==> config.mk <==
export PLATFORM = sky130hd
export DESIGN_NAME = suc_mul
export DESIGN_NICKNAME = d
export VERILOG_FILES = /design/src/sv/suc_pkg.sv /design/src/sv/suc_mul.sv
export SDC_FILE = /design/constraint.sdc
export NUM_CORES = 2
export LEC_CHECK = 0
export BUFFER_PORTS_ARGS = -buffer_cell sky130_fd_sc_hd__buf_2
export CAP_MARGIN = 10
export CELL_PAD_IN_SITES_DETAIL_PLACEMENT = 2
export CELL_PAD_IN_SITES_GLOBAL_PLACEMENT = 2
export CORE_UTILIZATION = 38
export DETAILED_ROUTE_END_ITERATION = 7
export GPL_TIMING_DRIVEN = 0
export PLACE_DENSITY_LB_ADDON = 0.1
export SETUP_SLACK_MARGIN = 0.5
export SLEW_MARGIN = 20
export SYNTH_ARGS = -nofsm -noshare
export SYNTH_HDL_FRONTEND = slang
export SYNTH_SLANG_ARGS = --single-unit
==> constraint.sdc <==
create_clock -name clk -period 6.4 [get_ports clk]
set_clock_uncertainty 0.2 [all_clocks]
set_input_delay 0.32 -clock clk [delete_from_list [all_inputs] [get_ports clk]]
set_output_delay 0.32 -clock clk [all_outputs]
set_load 0.02 [all_outputs]
==> src/sv/suc_pkg.sv <==
package suc_pkg;

	localparam int SAMPLE_BITS_DEF     = 24;
	localparam int GAIN_TABLE_BITS_DEF = 10;

	localparam int CFG_DATA_BITS  = 24;
	localparam int CFG_INDEX_BITS = 2;
	localparam int COEFF_BITS     = 24;
	localparam int ENV_BITS       = 32;
	localparam int GAIN_BITS      = 17;

	// shared multiplier: A takes the envelope difference or the sample, B the pole or the gain
	localparam int MUL_A_BITS = ENV_BITS + 1;
	localparam int MUL_B_BITS = COEFF_BITS + 1;
	localparam int PROD_BITS  = MUL_A_BITS + MUL_B_BITS;

	localparam logic [CFG_INDEX_BITS-1:0] REG_MODE    = 2'd0;
	localparam logic [CFG_INDEX_BITS-1:0] REG_ATTACK  = 2'd1;
	localparam logic [CFG_INDEX_BITS-1:0] REG_RELEASE = 2'd2;

	localparam logic [1:0] MODE_BYPASS = 2'd0;

	localparam logic [COEFF_BITS-1:0] ATTACK_RESET  = 24'd16707456;
	localparam logic [COEFF_BITS-1:0] RELEASE_RESET = 24'd16776342;

	// thresholds in Q1.31
	localparam logic [ENV_BITS-1:0] THR_LIGHT = 32'd966367642;
	localparam logic [ENV_BITS-1:0] THR_HEAVY = 32'd1395864371;

	// makeup gains in Q5.12
	localparam logic [GAIN_BITS-1:0] MAKEUP_LIGHT = 17'd2867;
	localparam logic [GAIN_BITS-1:0] MAKEUP_HEAVY = 17'd2048;

	localparam longint unsigned Q30_ONE  = 64'd1 << 30;
	localparam longint unsigned LN10_Q30 = 64'd2472381918;

	// restoring shift-and-subtract quotient, used while building the gain table
	function automatic longint unsigned udiv64(longint unsigned num, longint unsigned den);
		longint unsigned quo;
		longint unsigned rem;
		quo = 64'd0;
		rem = 64'd0;
		for (int i = 63; i >= 0; i--) begin
			rem = {rem[62:0], num[i]};
			if (rem >= den) begin
				rem = rem - den;
				quo[i] = 1'b1;
			end
		end
		return quo;
	endfunction

	// One table entry: boost from a Taylor series of exp, capped, times makeup; Q5.12
	function automatic logic [GAIN_BITS-1:0] gain_entry(longint unsigned idx, bit heavy,
			int table_bits);
		longint unsigned z;
		longint unsigned sum;
		longint unsigned term;
		longint unsigned g;
		longint unsigned cap;
		longint unsigned makeup;
		longint unsigned k;
		bit done;
		if (heavy) begin
			z = udiv64(idx * LN10_Q30 * 64'd17, 64'd12) >> table_bits;
			cap = 64'd20 << 12;
			makeup = 64'd2048;
		end else begin
			z = ((idx * LN10_Q30 * 64'd21) >> 4) >> table_bits;
			cap = 64'd12 << 12;
			makeup = 64'd2867;
		end
		sum = Q30_ONE;
		term = Q30_ONE;
		done = 1'b0;
		for (k = 1; k <= 24; k++) begin
			if (!done) begin
				term = udiv64((term * z) >> 30, k);
				if (term == 0)
					done = 1'b1;
				else
					sum = sum + term;
			end
		end
		g = (sum + (64'd1 << 17)) >> 18;
		if (g > cap)
			g = cap;
		return GAIN_BITS'((g * makeup + 64'd2048) >> 12);
	endfunction

endpackage

==> src/sv/suc_mul.sv <==
module suc_mul (
	input  logic                                 clk,
	input  logic signed [suc_pkg::MUL_A_BITS-1:0] a,
	input  logic signed [suc_pkg::MUL_B_BITS-1:0] b,
	output logic signed [suc_pkg::PROD_BITS-1:0]  prod
);
	import suc_pkg::*;

	logic signed [PROD_BITS-1:0] prod_q;

	always_ff @(posedge clk) begin
		prod_q <= PROD_BITS'(a) * PROD_BITS'(b);
	end

	assign prod = prod_q;

endmodule

==> qor.txt <==
WORST SETUP PATH
----------------------------------------------------------------------------------------
Category of cells accounting for the largest share of critical-path delay    adder cells
Worst setup path category                                                   primary input to flop
WP data arrival                                                                  6.78 ns
Master of the slowest instance on the critical path                         sky130_fd_sc_hd__fa_2
Most frequent CP cell                                                       sky130_fd_sc_hd__fa_1
Critical path cell sequence                                                 buf_8 -> clkbuf_8 -> nand2_1 -> fa_1 -> inv_1 -> fa_1 -> fa_1 -> fa_2 -> fa_2 -> fa_1 -> inv_1 -> fa_1 -> inv_1 -> ha_1 -> clkbuf_8 -> a21o_1 -> a21oi_2 -> nor3b_2 -> nand4_1 -> o21ai_4 -> o221ai_4 -> a21oi_2 -> o211ai_1
Delay of the slowest cell on the worst path                                      0.62 ns
Kind of launch point of the worst setup path                                primary input
Required time at the endpoint of the critical path                               6.42 ns
Crit path buffers/inverters                                                            6
CP Max Fanout                                                                         10
Kind of end point of the critical path                                              flop

TIMING
----------------------------------------------------------------------------------------
WHS                                                                             0.258 ns
Count of pins over their slew limit                                                    0
Slew @ Worst Pin                                                                0.812 ns
Worst slew slack as a fraction of its limit                                        0.455
Fraction of the cycle the final worst path needs                                    1.06
RSZ-0062 raised after global routing                                                 yes
Post-route minimum period                                                        6.76 ns
Post-route worst setup slack                                                   -0.359 ns
Final setup vio count                                                                 29
Maximum operating frequency                                                    0.148 GHz
Final Hold Viols                                                                       0

YOSYS
----------------------------------------------------------------------------------------
Simple-gate portion of the synthesized area                                        0.158
Count of distinct cell types in the synthesized netlist                               60
Post-synthesis xor/xnor area fraction                                             0.0171
Compound-cell area share of the yosys netlist                                     0.0442
Largest family of logic cells by synthesized area                            adder cells
Number of enable flip-flop cells after synthesis                                       0
Most used flip-flop cell after synthesis                                    sky130_fd_sc_hd__dfxtp_1
Register bit count reported by yosys                                                  58
Multiplexer area fraction after synthesis                                              0
Number of warning messages in the yosys log                                            0
Post-synthesis adder-cell area fraction                                            0.623
Area of the mapped netlist                                                   30200 sq um
Synth Instances                                                                     3208
Proportion of synthesized chip area in sequential cells                           0.0384
Ys async rst share                                                                     0
Total nets after synthesis                                                          4266
Synthesized area per cell                                                     9.42 sq um

FLOORPLAN
----------------------------------------------------------------------------------------
Area of the core                                                             78900 sq um
Die X-Extent                                                                 284 microns
DIE HEIGHT                                                                   284 microns
Area of the die                                                              80600 sq um
Effective utilization at floorplan                                                 0.383
Boundary Pins                                                                        117
Row count                                                                            103

CELLS AND AREA
----------------------------------------------------------------------------------------
Flip-flop count of the largest register, all copies and words added                   58
Commonest non-fill, non-tap cell in the layout                              sky130_fd_sc_hd__fa_1
Filler cell count in the final layout                                               8110
Summed area of non-filler cells in the final layout                          38600 sq um
Final cell count without fillers                                                    4587
Layout area overhead                                                               27.7%
Ratio of cells with drive above 1 in the final layout                              0.223
Commonest cells after routing, fill and taps aside                          765 x sky130_fd_sc_hd__fa_1, 747 x sky130_fd_sc_hd__inv_1, 395 x sky130_fd_sc_hd__nand2_1, 370 x sky130_fd_sc_hd__and2_1, 132 x sky130_fd_sc_hd__buf_4
Net count of the finished layout                                                    4583

RUN
----------------------------------------------------------------------------------------
Max Cap Viol                                                                           0

GRT
----------------------------------------------------------------------------------------
Number of global-route vias before repair                                          29379
Pin count of the biggest net entering global routing                                  13
Global-route usage over all layers                                                 0.339
Wire length of the first global-routing pass                                196000 microns
Antenna violations before repair                                                      12
Remaining global-route overflow                                                        0

DRT
----------------------------------------------------------------------------------------
Routed wire length                                                          138000 microns
Vias per cell                                                                       5.29
Antenna-violating nets left                                                            0
Number of DRC markers after the initial detailed-route iteration                    1194
DRC violation count after routing                                                      0
Vias post-DR                                                                       24283
Router iterations before antenna repair                                                5
Detailed-route wire length per cell                                         30.0 microns

PLACE
----------------------------------------------------------------------------------------
Placed cell areas                                                            32800 sq um
Port Buffers                                                                         116
Placed Cells incl. Taps                                                             4374
Setup WS pre-CTS                                                                -2.05 ns
Total half-perimeter wirelength after legalization and detailed placement   108000 microns
Routability cong.                                                                  0.942

STATUS
----------------------------------------------------------------------------------------
Violations in the final reports                                             setup timing
Status                                                                      finished, violations left

CLOCK NETWORK
----------------------------------------------------------------------------------------
CTS H-Tree Depth                                                                       3
CTS root buffer                                                             sky130_fd_sc_hd__clkbuf_16
Clk buf depth                                                                          2
Hold buffer count at cts                                                               0
Clock tree from TritonCTS                                                            yes
CTS clock-pin slew for the worst setup and hold paths                            0.06 ns
Total number of clock tree sinks                                                      58
Total clock buffers created by CTS                                                     9

MIN PATH
----------------------------------------------------------------------------------------
Min-Delay Endpoint                                                               prod[0]
Worst Hold Class                                                            primary input to flop
Cell depth of the worst hold path                                                      2
Launch point of the worst hold path                                                 a[0]

==> cell usage after synthesis (all sizes together), types with 5 or more instances <==
cell,number,area (sq um)
a21oi,51,255
nor2b,5,31.3
nor3,6,30.0
inv,785,2950
nand3,16,80.1
ha,157,1960
o21bai,15,113
and3,8,50.1
o21ai,32,175
nand4,15,93.8
dfxtp,58,1160
buf,5,33.8
nor2,57,214
o21a,6,52.6
a21o,36,273
xor2,15,131
nand2b,11,68.8
a211oi,9,72.6
xnor2,44,385
nand2,416,1560
a31oi,12,96.3
o211ai,9,77.6
clkbuf,153,618
and2,410,2570
fa,842,16900
==> layout make-up <==
type,instances,area (sq um),area share
diodes,7,17.5,0.000454
plain buffers,158,2960,0.0768
clock buffers,11,253,0.00656
clock inverters,5,83.8,0.00217
inverters,786,2980,0.0773
multi-input cells,2206,26800,0.696
flip-flops and latches,58,1160,0.0301
well taps,1050,1310,0.0341
repair buffers,306,2940,0.0762
==> worst max-delay path by stage <==
stage | end | from | depth (start not counted) | slack (ns)
floorplan | prod[57] | b[2] | 20 | 0.007
global placement | prod[57] | b[12] | 24 | -1.96
detailed placement | prod[57] | b[12] | 24 | -2.05
CTS | prod[54] | b[6] | 26 | -0.21
global route | prod[57] | b[14] | 23 | -0.50
finish | prod[57] | b[13] | 23 | -0.36
==> per-stage QoR <==
stage | TNS, ns | utilization
final | -6.05 | 0.489
after global routing | -10.28 | 0.489
after CTS | -2.38 | 0.479
after detailed placement | -54.58 | 0.416
after global placement | -52.17 | 0.416
after floorplan | 0 | -
==> cell families after synthesis <==
kind of cell,Yosys count
and+or+nand+nor,954
adders and majority gates,999
buffers and inverters,944
AOI/OAI and AO/OA,194
DFF,58
xor gates and xnor gates,59
==> per-layer routing <==
layer	GRT usage	routed length, microns
met1	0.384	50000
met2	0.611	71700
met3	0.0416	5990
met4	0.201	10100
met5	0	41
==> repair_timing <==
action / 4_1_cts / 5_1_grt
pin swaps: 172 / 91
setup endpoints to repair: 44 / 43
cloned: 10 / 1
resized for setup: 723 / 126
setup buffers: 141 / 38
Power is not shown: default switching activity piles up to over one toggle a cycle in this logic, so the estimate is an artifact.
